<file path="src/rtl/core/rfra_pkg.sv">
`timescale 1ns / 1ps
// ----------------------------------------------------------------------------
// rfra_pkg
// Shared types and constants for the ring FIFO with running mean.
// ----------------------------------------------------------------------------
package rfra_pkg;

  localparam int unsigned KEY_W  = 16;
  localparam int unsigned RATE_W = 8;
  localparam int unsigned MEAN_W = 8;
  localparam int unsigned OCC_W  = 6;
  localparam int unsigned STAT_W = 2;

  localparam logic OP_PUSH = 1'b0;
  localparam logic OP_POP  = 1'b1;

  typedef enum logic [STAT_W-1:0] {
    ST_DONE  = 2'd0,
    ST_FULL  = 2'd1,
    ST_EMPTY = 2'd2
  } status_e;

  typedef enum logic [1:0] {
    S_IDLE,
    S_READ,
    S_DIV,
    S_FIN
  } fsm_e;

  typedef struct packed {
    logic [KEY_W-1:0]  key;
    logic [RATE_W-1:0] rate;
  } slot_t;

  typedef struct packed {
    status_e           status;
    logic [MEAN_W-1:0] mean;
    logic [KEY_W-1:0]  pkey;
    logic [RATE_W-1:0] prate;
    logic [OCC_W-1:0]  occ;
  } res_t;

  // control strobes from the sequencer
  typedef struct packed {
    logic in_rdy;
    logic acc;
    logic mem_we;
    logic mem_re;
    logic div_start;
    logic out_load;
  } ctl_t;

endpackage

</file>
<file path="src/rtl/core/rfra_if.sv">
`timescale 1ns / 1ps
// ----------------------------------------------------------------------------
// rfra_in_if / rfra_out_if
// Valid/ready channels for request beats and result beats.
// ----------------------------------------------------------------------------
interface rfra_in_if import rfra_pkg::*; ();
  logic              valid;
  logic              ready;
  logic              opcode;
  logic [KEY_W-1:0]  entry_key;
  logic [RATE_W-1:0] entry_rate;

  modport source (output valid, output opcode, output entry_key, output entry_rate,
                  input ready);
  modport sink   (input valid, input opcode, input entry_key, input entry_rate,
                  output ready);
endinterface

interface rfra_out_if import rfra_pkg::*; ();
  logic              valid;
  logic              ready;
  logic [STAT_W-1:0] status;
  logic [MEAN_W-1:0] mean_rate;
  logic [KEY_W-1:0]  popped_key;
  logic [RATE_W-1:0] popped_rate;
  logic [OCC_W-1:0]  occupancy;

  modport source (output valid, output status, output mean_rate, output popped_key,
                  output popped_rate, output occupancy, input ready);
  modport sink   (input valid, input status, input mean_rate, input popped_key,
                  input popped_rate, input occupancy, output ready);
endinterface

</file>
<file path="src/rtl/core/rfra_slot_mem.sv">
`timescale 1ns / 1ps
// ----------------------------------------------------------------------------
// rfra_slot_mem
// Slot storage: one write port, one read port, registered read data.
// ----------------------------------------------------------------------------
module rfra_slot_mem import rfra_pkg::*; #(
  parameter int unsigned DEPTH = 64,
  parameter int unsigned IDX_W = 6
) (
  input  logic             clk_i,
  input  logic             we_i,
  input  logic [IDX_W-1:0] waddr_i,
  input  slot_t            wdata_i,
  input  logic             re_i,
  input  logic [IDX_W-1:0] raddr_i,
  output slot_t            rdata_o
);

  slot_t mem [DEPTH];
  slot_t rdata_q;

  always_ff @(posedge clk_i) begin
    if (we_i) begin
      mem[waddr_i] <= wdata_i;
    end
  end

  always_ff @(posedge clk_i) begin
    if (re_i) begin
      rdata_q <= mem[raddr_i];
    end
  end

  assign rdata_o = rdata_q;

endmodule

</file>
<file path="src/rtl/core/rfra_div.sv">
`timescale 1ns / 1ps
// ----------------------------------------------------------------------------
// rfra_div
// Restoring divider, one quotient bit per cycle; quotient known to fit MEAN_W.
// ----------------------------------------------------------------------------
module rfra_div import rfra_pkg::*; #(
  parameter int unsigned SUM_W = 14,
  parameter int unsigned CNT_W = 6
) (
  input  logic              clk_i,
  input  logic              rst_ni,
  input  logic              start_i,
  input  logic [SUM_W-1:0]  dividend_i,
  input  logic [CNT_W-1:0]  divisor_i,
  output logic              done_o,
  output logic [MEAN_W-1:0] quotient_o
);

  localparam int unsigned STEP_W = $clog2(MEAN_W);

  logic              busy_q, busy_d;
  logic [STEP_W-1:0] step_q, step_d;
  logic [SUM_W-1:0]  rem_q, rem_d;
  logic [SUM_W-1:0]  den_q, den_d;
  logic [MEAN_W-1:0] quo_q, quo_d;
  logic              ge;

  assign ge = (rem_q >= den_q);

  always_comb begin
    busy_d = busy_q;
    step_d = step_q;
    rem_d  = rem_q;
    den_d  = den_q;
    quo_d  = quo_q;
    if (start_i) begin
      busy_d = 1'b1;
      step_d = STEP_W'(MEAN_W - 1);
      rem_d  = dividend_i;
      // divisor aligned to the top quotient bit
      den_d  = SUM_W'({divisor_i, {(MEAN_W-1){1'b0}}});
      quo_d  = '0;
    end else if (busy_q) begin
      if (ge) begin
        rem_d = rem_q - den_q;
      end
      den_d  = den_q >> 1;
      quo_d  = {quo_q[MEAN_W-2:0], ge};
      step_d = step_q - STEP_W'(1);
      if (step_q == '0) begin
        busy_d = 1'b0;
      end
    end
  end

  always_ff @(posedge clk_i or negedge rst_ni) begin
    if (!rst_ni) begin
      busy_q <= 1'b0;
      step_q <= '0;
    end else begin
      busy_q <= busy_d;
      step_q <= step_d;
    end
  end

  always_ff @(posedge clk_i) begin
    rem_q <= rem_d;
    den_q <= den_d;
    quo_q <= quo_d;
  end

  assign done_o     = busy_q && (step_q == '0);
  assign quotient_o = {quo_q[MEAN_W-2:0], ge};

endmodule

</file>
<file path="src/rtl/core/ring_fifo_running_average.sv">
`timescale 1ns / 1ps
// Successful push: the beat is accepted in IDLE, the mean is divided out in DIV,
//   then the result is loaded to the output from FIN.
// Successful pop: IDLE, then READ (one slot memory read), then FIN.
// Dropped push / empty pop: IDLE, then straight to FIN.
// One beat in flight; a new beat is taken while the previous result waits.
// rst_ni clears pointers, count, sum and handshake state; slots are not cleared.
// ----------------------------------------------------------------------------
// ring_fifo_running_average
// Circular FIFO of DEPTH slots (DEPTH-1 usable) with running mean of rates.
// ----------------------------------------------------------------------------
module ring_fifo_running_average import rfra_pkg::*; #(
  parameter int unsigned DEPTH = 64
) (
  input  logic         clk_i,
  input  logic         rst_ni,
  rfra_in_if.sink      in_i,
  rfra_out_if.source   out_o
);

  localparam int unsigned IDX_W = $clog2(DEPTH);
  localparam int unsigned CNT_W = IDX_W;
  localparam int unsigned SUM_W = RATE_W + IDX_W;

  fsm_e              state_q, state_d;
  ctl_t              ctl;
  logic [IDX_W-1:0]  head_q, head_d;
  logic [IDX_W-1:0]  tail_q, tail_d;
  logic [CNT_W-1:0]  cnt_q, cnt_d;
  logic [SUM_W-1:0]  sum_q, sum_d;
  logic              out_vld_q, out_vld_d;
  res_t              res_q, res_d;
  res_t              out_q;
  logic              is_push, full, empty;
  slot_t             wslot, rslot;
  logic              div_done;
  logic [MEAN_W-1:0] div_quo;
  logic [IDX_W:0]    ring_diff, ring_fill;

  function automatic logic [IDX_W-1:0] next_idx(input logic [IDX_W-1:0] i);
    return (i == IDX_W'(DEPTH - 1)) ? '0 : i + IDX_W'(1);
  endfunction

  assign is_push = (in_i.opcode == OP_PUSH);
  assign full    = (next_idx(tail_q) == head_q);
  assign empty   = (head_q == tail_q);

  // sequencer outputs
  always_comb begin
    ctl           = '0;
    ctl.in_rdy    = (state_q == S_IDLE);
    ctl.acc       = ctl.in_rdy && in_i.valid;
    ctl.mem_we    = ctl.acc && is_push && !full;
    ctl.mem_re    = ctl.acc && !is_push && !empty;
    ctl.div_start = ctl.mem_we;
    ctl.out_load  = (state_q == S_FIN) && (!out_vld_q || out_o.ready);
  end

  // sequencer next state
  always_comb begin
    state_d = state_q;
    case (state_q)
      S_IDLE: begin
        if (ctl.mem_we) begin
          state_d = S_DIV;
        end else if (ctl.mem_re) begin
          state_d = S_READ;
        end else if (ctl.acc) begin
          state_d = S_FIN;
        end
      end
      S_READ: state_d = S_FIN;
      S_DIV: begin
        if (div_done) begin
          state_d = S_FIN;
        end
      end
      S_FIN: begin
        if (ctl.out_load) begin
          state_d = S_IDLE;
        end
      end
      default: state_d = S_IDLE;
    endcase
  end

  // pointers, running sum, staged result
  always_comb begin
    head_d = head_q;
    tail_d = tail_q;
    cnt_d  = cnt_q;
    sum_d  = sum_q;
    res_d  = res_q;
    if (ctl.acc) begin
      if (ctl.mem_we) begin
        tail_d = next_idx(tail_q);
        cnt_d  = cnt_q + CNT_W'(1);
        sum_d  = sum_q + SUM_W'(in_i.entry_rate);
      end else if (ctl.mem_re) begin
        head_d = next_idx(head_q);
        cnt_d  = cnt_q - CNT_W'(1);
      end
      res_d.status = !is_push ? (empty ? ST_EMPTY : ST_DONE) : (full ? ST_FULL : ST_DONE);
      res_d.mean   = '0;
      res_d.pkey   = '0;
      res_d.prate  = '0;
      res_d.occ    = OCC_W'(cnt_d);
    end else if (state_q == S_READ) begin
      res_d.pkey  = rslot.key;
      res_d.prate = rslot.rate;
      sum_d       = sum_q - SUM_W'(rslot.rate);
    end else if ((state_q == S_DIV) && div_done) begin
      res_d.mean = div_quo;
    end
  end

  assign out_vld_d = ctl.out_load ? 1'b1 : (out_o.ready ? 1'b0 : out_vld_q);

  always_ff @(posedge clk_i or negedge rst_ni) begin
    if (!rst_ni) begin
      state_q   <= S_IDLE;
      head_q    <= '0;
      tail_q    <= '0;
      cnt_q     <= '0;
      sum_q     <= '0;
      out_vld_q <= 1'b0;
    end else begin
      state_q   <= state_d;
      head_q    <= head_d;
      tail_q    <= tail_d;
      cnt_q     <= cnt_d;
      sum_q     <= sum_d;
      out_vld_q <= out_vld_d;
    end
  end

  always_ff @(posedge clk_i) begin
    res_q <= res_d;
    if (ctl.out_load) begin
      out_q <= res_q;
    end
  end

  assign wslot.key  = in_i.entry_key;
  assign wslot.rate = in_i.entry_rate;

  rfra_slot_mem #(
    .DEPTH (DEPTH),
    .IDX_W (IDX_W)
  ) u_slot_mem (
    .clk_i   (clk_i),
    .we_i    (ctl.mem_we),
    .waddr_i (tail_q),
    .wdata_i (wslot),
    .re_i    (ctl.mem_re),
    .raddr_i (head_q),
    .rdata_o (rslot)
  );

  rfra_div #(
    .SUM_W (SUM_W),
    .CNT_W (CNT_W)
  ) u_div (
    .clk_i      (clk_i),
    .rst_ni     (rst_ni),
    .start_i    (ctl.div_start),
    .dividend_i (sum_d),
    .divisor_i  (cnt_d),
    .done_o     (div_done),
    .quotient_o (div_quo)
  );

  assign in_i.ready        = ctl.in_rdy;
  assign out_o.valid       = out_vld_q;
  assign out_o.status      = out_q.status;
  assign out_o.mean_rate   = out_q.mean;
  assign out_o.popped_key  = out_q.pkey;
  assign out_o.popped_rate = out_q.prate;
  assign out_o.occupancy   = out_q.occ;

  // fill level implied by the pointers
  assign ring_diff = {1'b0, tail_q} - {1'b0, head_q};
  assign ring_fill = (tail_q >= head_q) ? ring_diff : ring_diff + (IDX_W+1)'(DEPTH);

  a_cnt_matches_ptrs: assert property (@(posedge clk_i) disable iff (!rst_ni)
    cnt_q == ring_fill[IDX_W-1:0])
    else $error("entry count out of step with head/tail pointers");

  // a pop takes its rate out of the sum in the cycle after the count drops
  a_empty_sum_zero: assert property (@(posedge clk_i) disable iff (!rst_ni)
    ((cnt_q == '0) && (state_q != S_READ)) |-> (sum_q == '0))
    else $error("running sum nonzero on empty queue");

  a_div_done_in_div: assert property (@(posedge clk_i) disable iff (!rst_ni)
    div_done |-> (state_q == S_DIV))
    else $error("divider finished outside divide state");

  a_read_follows_req: assert property (@(posedge clk_i) disable iff (!rst_ni)
    (state_q == S_READ) |-> $past(ctl.mem_re))
    else $error("read state without a slot read the cycle before");

endmodule

</file>
<file path="src/flat_wrapper.sv">
// flat-port wrapper written by rule: the top's interface ports become plain ports
module ring_fifo_running_average_flat import rfra_pkg::*;
#(
  parameter int unsigned DEPTH = 64
)
  (clk_i, rst_ni, in_i_valid, in_i_opcode, in_i_entry_key, in_i_entry_rate, in_i_ready, out_o_valid, out_o_status, out_o_mean_rate, out_o_popped_key, out_o_popped_rate, out_o_occupancy, out_o_ready);
  rfra_in_if in_i_i ();
  rfra_out_if out_o_i ();
  input  logic clk_i;
  input  logic rst_ni;
  input wire logic [$bits(in_i_i.valid)-1:0] in_i_valid;
  input wire logic [$bits(in_i_i.opcode)-1:0] in_i_opcode;
  input wire logic [$bits(in_i_i.entry_key)-1:0] in_i_entry_key;
  input wire logic [$bits(in_i_i.entry_rate)-1:0] in_i_entry_rate;
  output wire logic [$bits(in_i_i.ready)-1:0] in_i_ready;
  output wire logic [$bits(out_o_i.valid)-1:0] out_o_valid;
  output wire logic [$bits(out_o_i.status)-1:0] out_o_status;
  output wire logic [$bits(out_o_i.mean_rate)-1:0] out_o_mean_rate;
  output wire logic [$bits(out_o_i.popped_key)-1:0] out_o_popped_key;
  output wire logic [$bits(out_o_i.popped_rate)-1:0] out_o_popped_rate;
  output wire logic [$bits(out_o_i.occupancy)-1:0] out_o_occupancy;
  input wire logic [$bits(out_o_i.ready)-1:0] out_o_ready;
  assign in_i_i.valid = in_i_valid;
  assign in_i_i.opcode = in_i_opcode;
  assign in_i_i.entry_key = in_i_entry_key;
  assign in_i_i.entry_rate = in_i_entry_rate;
  assign in_i_ready = in_i_i.ready;
  assign out_o_valid = out_o_i.valid;
  assign out_o_status = out_o_i.status;
  assign out_o_mean_rate = out_o_i.mean_rate;
  assign out_o_popped_key = out_o_i.popped_key;
  assign out_o_popped_rate = out_o_i.popped_rate;
  assign out_o_occupancy = out_o_i.occupancy;
  assign out_o_i.ready = out_o_ready;
  ring_fifo_running_average #(.DEPTH(DEPTH)) u_core (.clk_i(clk_i), .rst_ni(rst_ni), .in_i(in_i_i), .out_o(out_o_i));
endmodule
</file>
<file path="config.mk">
export PLATFORM = sky130hd
export DESIGN_NAME = ring_fifo_running_average_flat
export DESIGN_NICKNAME = d
export VERILOG_FILES = /design/src/rtl/core/rfra_pkg.sv /design/src/rtl/core/rfra_if.sv /design/src/rtl/core/rfra_slot_mem.sv /design/src/rtl/core/rfra_div.sv /design/src/rtl/core/ring_fifo_running_average.sv /design/src/flat_wrapper.sv
export SDC_FILE = /design/constraint.sdc
export NUM_CORES = 2
export LEC_CHECK = 0
export CAP_MARGIN = 20
export CORE_MARGIN = 2
export CORE_UTILIZATION = 35
export DETAILED_ROUTE_END_ITERATION = 6
export DONT_BUFFER_PORTS = 1
export PLACE_DENSITY_LB_ADDON = 0.15
export SYNTH_ARGS = -nofsm -noshare
export SYNTH_HDL_FRONTEND = slang
export SYNTH_HIERARCHICAL = 1
export SYNTH_SLANG_ARGS = --single-unit
</file>
<file path="constraint.sdc">
create_clock -name clk_i -period 4.9 [get_ports clk_i]
set_clock_uncertainty 0.05 [all_clocks]
set_input_delay 0.98 -clock clk_i [delete_from_list [all_inputs] [get_ports clk_i]]
set_output_delay 0.98 -clock clk_i [all_outputs]
set_load 0.01 [all_outputs]
</file>
## Word-level counts from Yosys, hierarchy flattened

Memories as Yosys holds them, arrays and structs flattened. A register that Yosys moved wholly into a read port is not among the register bits.
Index checks and enable logic that the tools add are counted.

- Register bits after elaboration: 153
- Memory bits (writable): 1536
- Output and inout port bits: 42
- Memories: 1

- $add $sub $neg: 8
- Magnitude comparators: 1
- Eq/ne operators: 10
- Muxes and demuxes: 31
- Bitwise operators: 3
- Reduce and logical (&&, ||, !) cells: 22

Memories:

| name | words | bits a word | read ports | clocked after memory_dff | write ports | RTL line | source |
|---|---|---|---|---|---|---|---|
| u_core.u_slot_mem.mem | 64 | 24 | 1 | 1 | 1 | rfra_slot_mem.sv:19 | `slot_t mem [DEPTH];` |

Operators with widths:

| operator | number |
|---|---|
| $mux 14 | 6 |
| $mux 6 | 5 |
| $mux 13 | 2 |
| $add 6x1->6 const B | 3 |
| $add 14x8->14 | 1 |
| $ge 14x13->1 | 1 |
| $mux 2 | 7 |
| $sub 14x13->14 | 1 |
| $sub 14x8->14 | 1 |
| $eq 6x6->1 | 2 |
| $eq 6x6->1 const B | 2 |
| $logic_and 1x1->1 | 8 |
| $mux 1 | 8 |
| $pmux 2 s4 | 1 |
| $mux 3 | 2 |
| $reduce_and 2->1 | 3 |
| $reduce_and 3->1 | 2 |
| $reduce_bool 2->1 | 3 |
| $sub 6x1->6 const B | 1 |
| $eq 2x2->1 const B | 2 |
| $ne 2x1->1 const B | 2 |
| $ne 4x1->1 const B | 1 |
| $logic_not 1->1 | 3 |
| $logic_not 3->1 | 1 |
| other kinds (5) | 7 |

## Logic depth before layout (Yosys ltp)

- Word-level depth: 8
- Mapped depth: 13

## By module

The synthesis kept the hierarchy.

By module, submodules not included:

| module | instances | cells an instance | area an instance (um2) |
|---|---|---|---|
| rfra_slot_mem | 1 | 2610 | 59535.8 |
| ring_fifo_running_average | 1 | 466 | 5367.6 |
| rfra_div | 1 | 242 | 2306.0 |

## Least setup slack after synthesis

OpenSTA, ideal clock, no wires.

- Kind: register to register
- Start point: register u_core.tail_q[0]
- End point: memory u_core/u_slot_mem/mem[48][0] in the netlist's numbering, enable pin
- Library setup time: 0.435 ns
- Arrival time: 3.923 ns
- Setup slack: 0.492 ns
- Stages on the path, launching flop included: 12
- Buffers on the path: 2
- Period minus slack after synthesis: 4.408 ns
- Path through: dfrtp_1 buf_2 nand3_1 xor2_1 or3_1 o2111ai_1 o21ai_4 inv_2 buf_6 nor2b_1 nand4b_1 nor3_1

RTL lines:

| item | RTL line | source |
|---|---|---|
| start: declaration | ring_fifo_running_average.sv:28 | `logic [IDX_W-1:0] tail_q, tail_d;` |
| start signal: assignment | ring_fifo_running_average.sv:130 | `tail_q <= tail_d;` |
| end: declaration | rfra_slot_mem.sv:19 |  |

## Worst setup path after layout

- Start point: register u_core.tail_q[1]
- End point: memory u_core/u_slot_mem/mem[16][5] in the netlist's numbering, enable pin

- Longest elaborated chain between the ends: 7
- Elaborated cells on any way between the ends: 8
- Classes of those cells: add/sub: 1; eq/ne: 2; mux: 3; reduce/logical: 2

Ends and longest elaborated chain:

| item | RTL line | source |
|---|---|---|
| $add 6x1->6 or $eq 6x6->1 (tied branches) | ring_fifo_running_average.sv:41 | `return (i == IDX_W'(DEPTH - 1)) ? '0 : i + IDX_W'(1);` |
| $mux 6 | ring_fifo_running_average.sv:41 |  |
| $eq 6x6->1 | ring_fifo_running_average.sv:45 | `assign full = (next_idx(tail_q) == head_q);` |
| $logic_not 1->1 | ring_fifo_running_average.sv:53 | `ctl.mem_we = ctl.acc && is_push && !full;` |
| $logic_and 1x1->1 | ring_fifo_running_average.sv:53 |  |
| $mux 1 | rfra_slot_mem.sv:23 | `if (we_i) begin` |
| $mux 1 (not written as such) | rfra_slot_mem.sv:24 | `mem[waddr_i] <= wdata_i;` |

Parallel ways exist; a longest one is shown, timed or not.

==> impl_metrics.csv <==
group,metric,value,unit
place,io_buffers,0,
worst_setup_path,path_buf_inv,2,
place,hpwl,109000,um
yosys,syn-num-nets,3389,
worst_setup_path,slowest_delay,0.70,ns
floorplan,die_h,442,um
global_routing,grt_usage,18.9,%
detailed_routing,drc,0,
clocking,cts-root-buf,"clkbuf_16",
final_layout,fill_cells,16900,
detailed_routing,wire_per_inst,30.1,um
timing,postLayoutSetupSlackWorst,0.847,ns
yosys,ys_types,86,
timing,drv_slew,0,
yosys,yosysTopAreaCell,"edfxtp_1",
worst_setup_path,required,5.34,ns
worst_setup_path,startpoint_type,"flip-flop",
global_routing,grt_pass1_wl,263000,um
final_layout,drive_above_1_share,24.8,%
detailed_routing,wirelength,185000,um
clocking,clkTransAtPathRegs,0.06,ns
timing,relSlewSlack,19.4,%
flow_run,cap_violations,0,
run_status,status,"completed",
place,dpl_worst_slack,0.942,ns
detailed_routing,num_vias,33300,
clocking,htreeDepth,4,
clocking,insertion_delay,0.83,ns
timing,setup_tns,0,ns
final_layout,fin_util,40.2,%
yosys,async_flop_share,2.28,%
worst_setup_path,worst_path_max_delay_cell,"dfrtp_1",
timing,fmax,247,MHz
detailed_routing,ant_nets,0,
floorplan,ios,71,
yosys,postSynthCellCount,3318,
yosys,synthFlopType,"edfxtp_1",
place,gp_congestion,0.842,
timing,worst_hold_slack,0.208,ns
floorplan,dieArea,196000,sq um
final_layout,area_growth,13.9,%
detailed_routing,routed_via_density,5.40,
floorplan,coreArea,190000,sq um
timing,period_minus_slack,4.05,ns
min_path,min_path_type,"primary input to flip-flop",
worst_setup_path,cp_top_family,"simple AND/OR/NAND/NOR gates",
worst_setup_path,crit_arrival,4.49,ns
yosys,synth-seq-cells,1713,
worst_setup_path,cp.depth,11,
global_routing,grt_pass1_vias,33900,
timing,rsz0062_at_grt,"false",
floorplan,start_util,35.3,%
clocking,cts.repair.resized,0,
clocking,cts_made_buffers,181,
timing,period_share,82.7,%
worst_setup_path,cp-end-kind,"flip-flop",
yosys,synth.top_cell.area_share,72.7,%
worst_setup_path,rr_worst_depth,11,
clocking,cts_num_sinks,1713,
pwr,powerDensity,551,nW/um^2
pwr,irDropWorstVdd,0.418,mV
timing,tightest_slew,1.21,ns
timing,finalSetupViolCount,0,
global_routing,grt_antenna_before_repair,11,
worst_setup_path,cp_max_fo,20,
yosys,ys_seq_area_share,75.6,%
worst_setup_path,worstPathCellList,"ha_1 > nand3_2 > nor2_4 > mux2i_1 > or4b_4 > o21ai_4 > inv_2 > nor2b_1 > nand2_1 > nor2_2 > buf_4",
floorplan,die_w,442,um
yosys,synth_area_leaders,"edfxtp_1 (73%), mux4_2 (12%), mux2i_1 (2.2%)",
clocking,cts_buffer_depth,3,
detailed_routing,drt_iter0_drc,3278,
global_routing,grt_start_max_net_pins,103,
final_layout,num-nets-final,3560,
worst_setup_path,crit_type,"flip-flop to flip-flop",
yosys,synth_area,67200,sq um
yosys,synth_edf_count,1628,
min_path,whs_path_depth,0,
timing,finalHoldViolCount,0,
yosys,syn_area_per_cell,20.3,sq um
yosys,yosysWarnings,6,
clocking,cts_tree,"yes",
pwr,leakage,0.0243,uW
global_routing,overflow,0,
detailed_routing,dr.pass1.iters,5,
floorplan,std_cell_rows,160,
==> metal layers <==
layer | vias up | GRT usage [%] | part of all wire, %
met5 | - | 0 | 0
met4 | 0 | 5.38 | 2.4
met3 | 216 | 2.89 | 4.9
met2 | 888 | 29.7 | 47
met1 | 18100 | 27.3 | 46
li1 | 14100 | - | -
==> placed cells by master (no fill, tap or decap), types with 17 or more instances in the layout <==
master / n
mux2_2: 54
clkinv_1: 42
nand3_1: 29
inv_1: 48
and3_1: 19
buf_4: 150
edfxtp_1: 1628
xnor2_1: 27
nor2_2: 60
a21oi_1: 42
a22oi_1: 29
clkbuf_1: 55
mux4_2: 355
dfrtp_1: 34
ha_1: 38
a221oi_1: 53
clkbuf_16: 187
mux2i_1: 145
nor2_1: 101
clkinv_2: 29
o21a_1: 18
a31oi_1: 17
dfxtp_1: 46
o22ai_1: 54
xor2_1: 17
nand2_1: 88
o21ai_0: 43
==> worst reg2reg max path: cells and delay by family, from the launching register on <==
family | cells | cell delay [ns]
AOI/OAI and AO/OA | 1 | 0.06
muxes | 1 | 0.25
DFF | 1 | 0.70
buffers and inverters | 2 | 0.53
adders and majority gates | 1 | 0.36
and+or+nand+nor | 6 | 1.75
==> Yosys cell counts (all sizes together), types with 15 or more instances <==
| cell | number |
|---|---|
| a21oi | 44 |
| a221oi | 53 |
| a22oi | 30 |
| a31oi | 17 |
| and3 | 20 |
| buf | 111 |
| clkbuf | 61 |
| dfrtp | 39 |
| dfxtp | 46 |
| edfxtp | 1628 |
| ha | 39 |
| inv | 50 |
| mux2 | 54 |
| mux2i | 145 |
| mux4 | 355 |
| nand2 | 88 |
| nand2b | 16 |
| nand3 | 30 |
| nor2 | 165 |
| o21a | 18 |
| o21ai | 51 |
| o22ai | 54 |
| o31ai | 15 |
| xnor2 | 27 |
| xor2 | 17 |
==> report_power, final <==
group / switching (uW) / internal [uW]
logic: 6450 / 5010
clock network: 5620 / 7330
registers: 847 / 16900
==> state kept, by name (all words and copies together) (netlist names), 8 cells and up <==
name                       count
u_core/out_o.popped_key       16
u_core/out_o.popped_rate       8
u_core/u_div/den_q            13
u_core/out_o.mean_rate         8
u_core/sum_q                  14
u_core/u_slot_mem/rdata_o     24
u_core/res_q                  40
u_core/u_div/rem_q            14
u_core/u_slot_mem/mem       1536
==> worst paths after layout <==
check | startpoint | endpoint | slack, ns
setup / recovery | u_core/tail_q[1] | u_core/u_slot_mem/mem[16][5] | 0.85
hold / removal | in_i_entry_key[14] | u_core/u_slot_mem/mem[20][22] | 0.21
setup reg to reg | u_core/tail_q[1] | u_core/u_slot_mem/mem[16][5] | 0.85
hold reg to reg | u_core/res_q[2] | u_core/out_o.occupancy[2] | 0.38
max in group asynchronous | rst_ni | u_core/head_q[0] | 3.89
min in group asynchronous | rst_ni | u_core/state_q[0] | 0.63
==> metrics by stage <==
step	std cells	cell area [sq um]	power, uW
CTS	6150	76500	42700
floorplan	3318	67200	25700
global placement	5815	70900	29700
global route	6158	76500	44000
detailed placement	5815	70900	29600
finish	6163	76500	42200
==> cell families after synthesis <==
group	Yosys count	synth area share (%)
DFF	1713	75.6
muxes	554	15.0
and+or+nand+nor	395	2.75
AOI/OAI and AO/OA	346	3.69
buffers and inverters	224	1.65
xor gates and xnor gates	44	0.573
adders and majority gates	42	0.815
==> cell type report <==
| type | count | area [sq um] | share of cell area (%) |
|---|---|---|---|
| Sequential cell | 1713 | 50800 | 66.4 |
| Multi-Input combinational cell | 1381 | 15500 | 20.3 |
| Clock buffer | 247 | 4950 | 6.47 |
| Tap cell | 2511 | 3140 | 4.11 |
| Timing Repair Buffer | 160 | 1320 | 1.73 |
| Clock inverter | 86 | 582 | 0.760 |
| Inverter | 52 | 195 | 0.255 |
| Antenna cell | 13 | 32.5 | 0.0425 |
==> repair_timing <==
| item | in CTS | in global routing |
|---|---|---|
| hold buffers | 2 | 0 |
| hold endpoints to repair | 39 | 0 |
| buffers inserted | 0 | 0 |
Note: power is estimated with default switching activity, not from simulation.
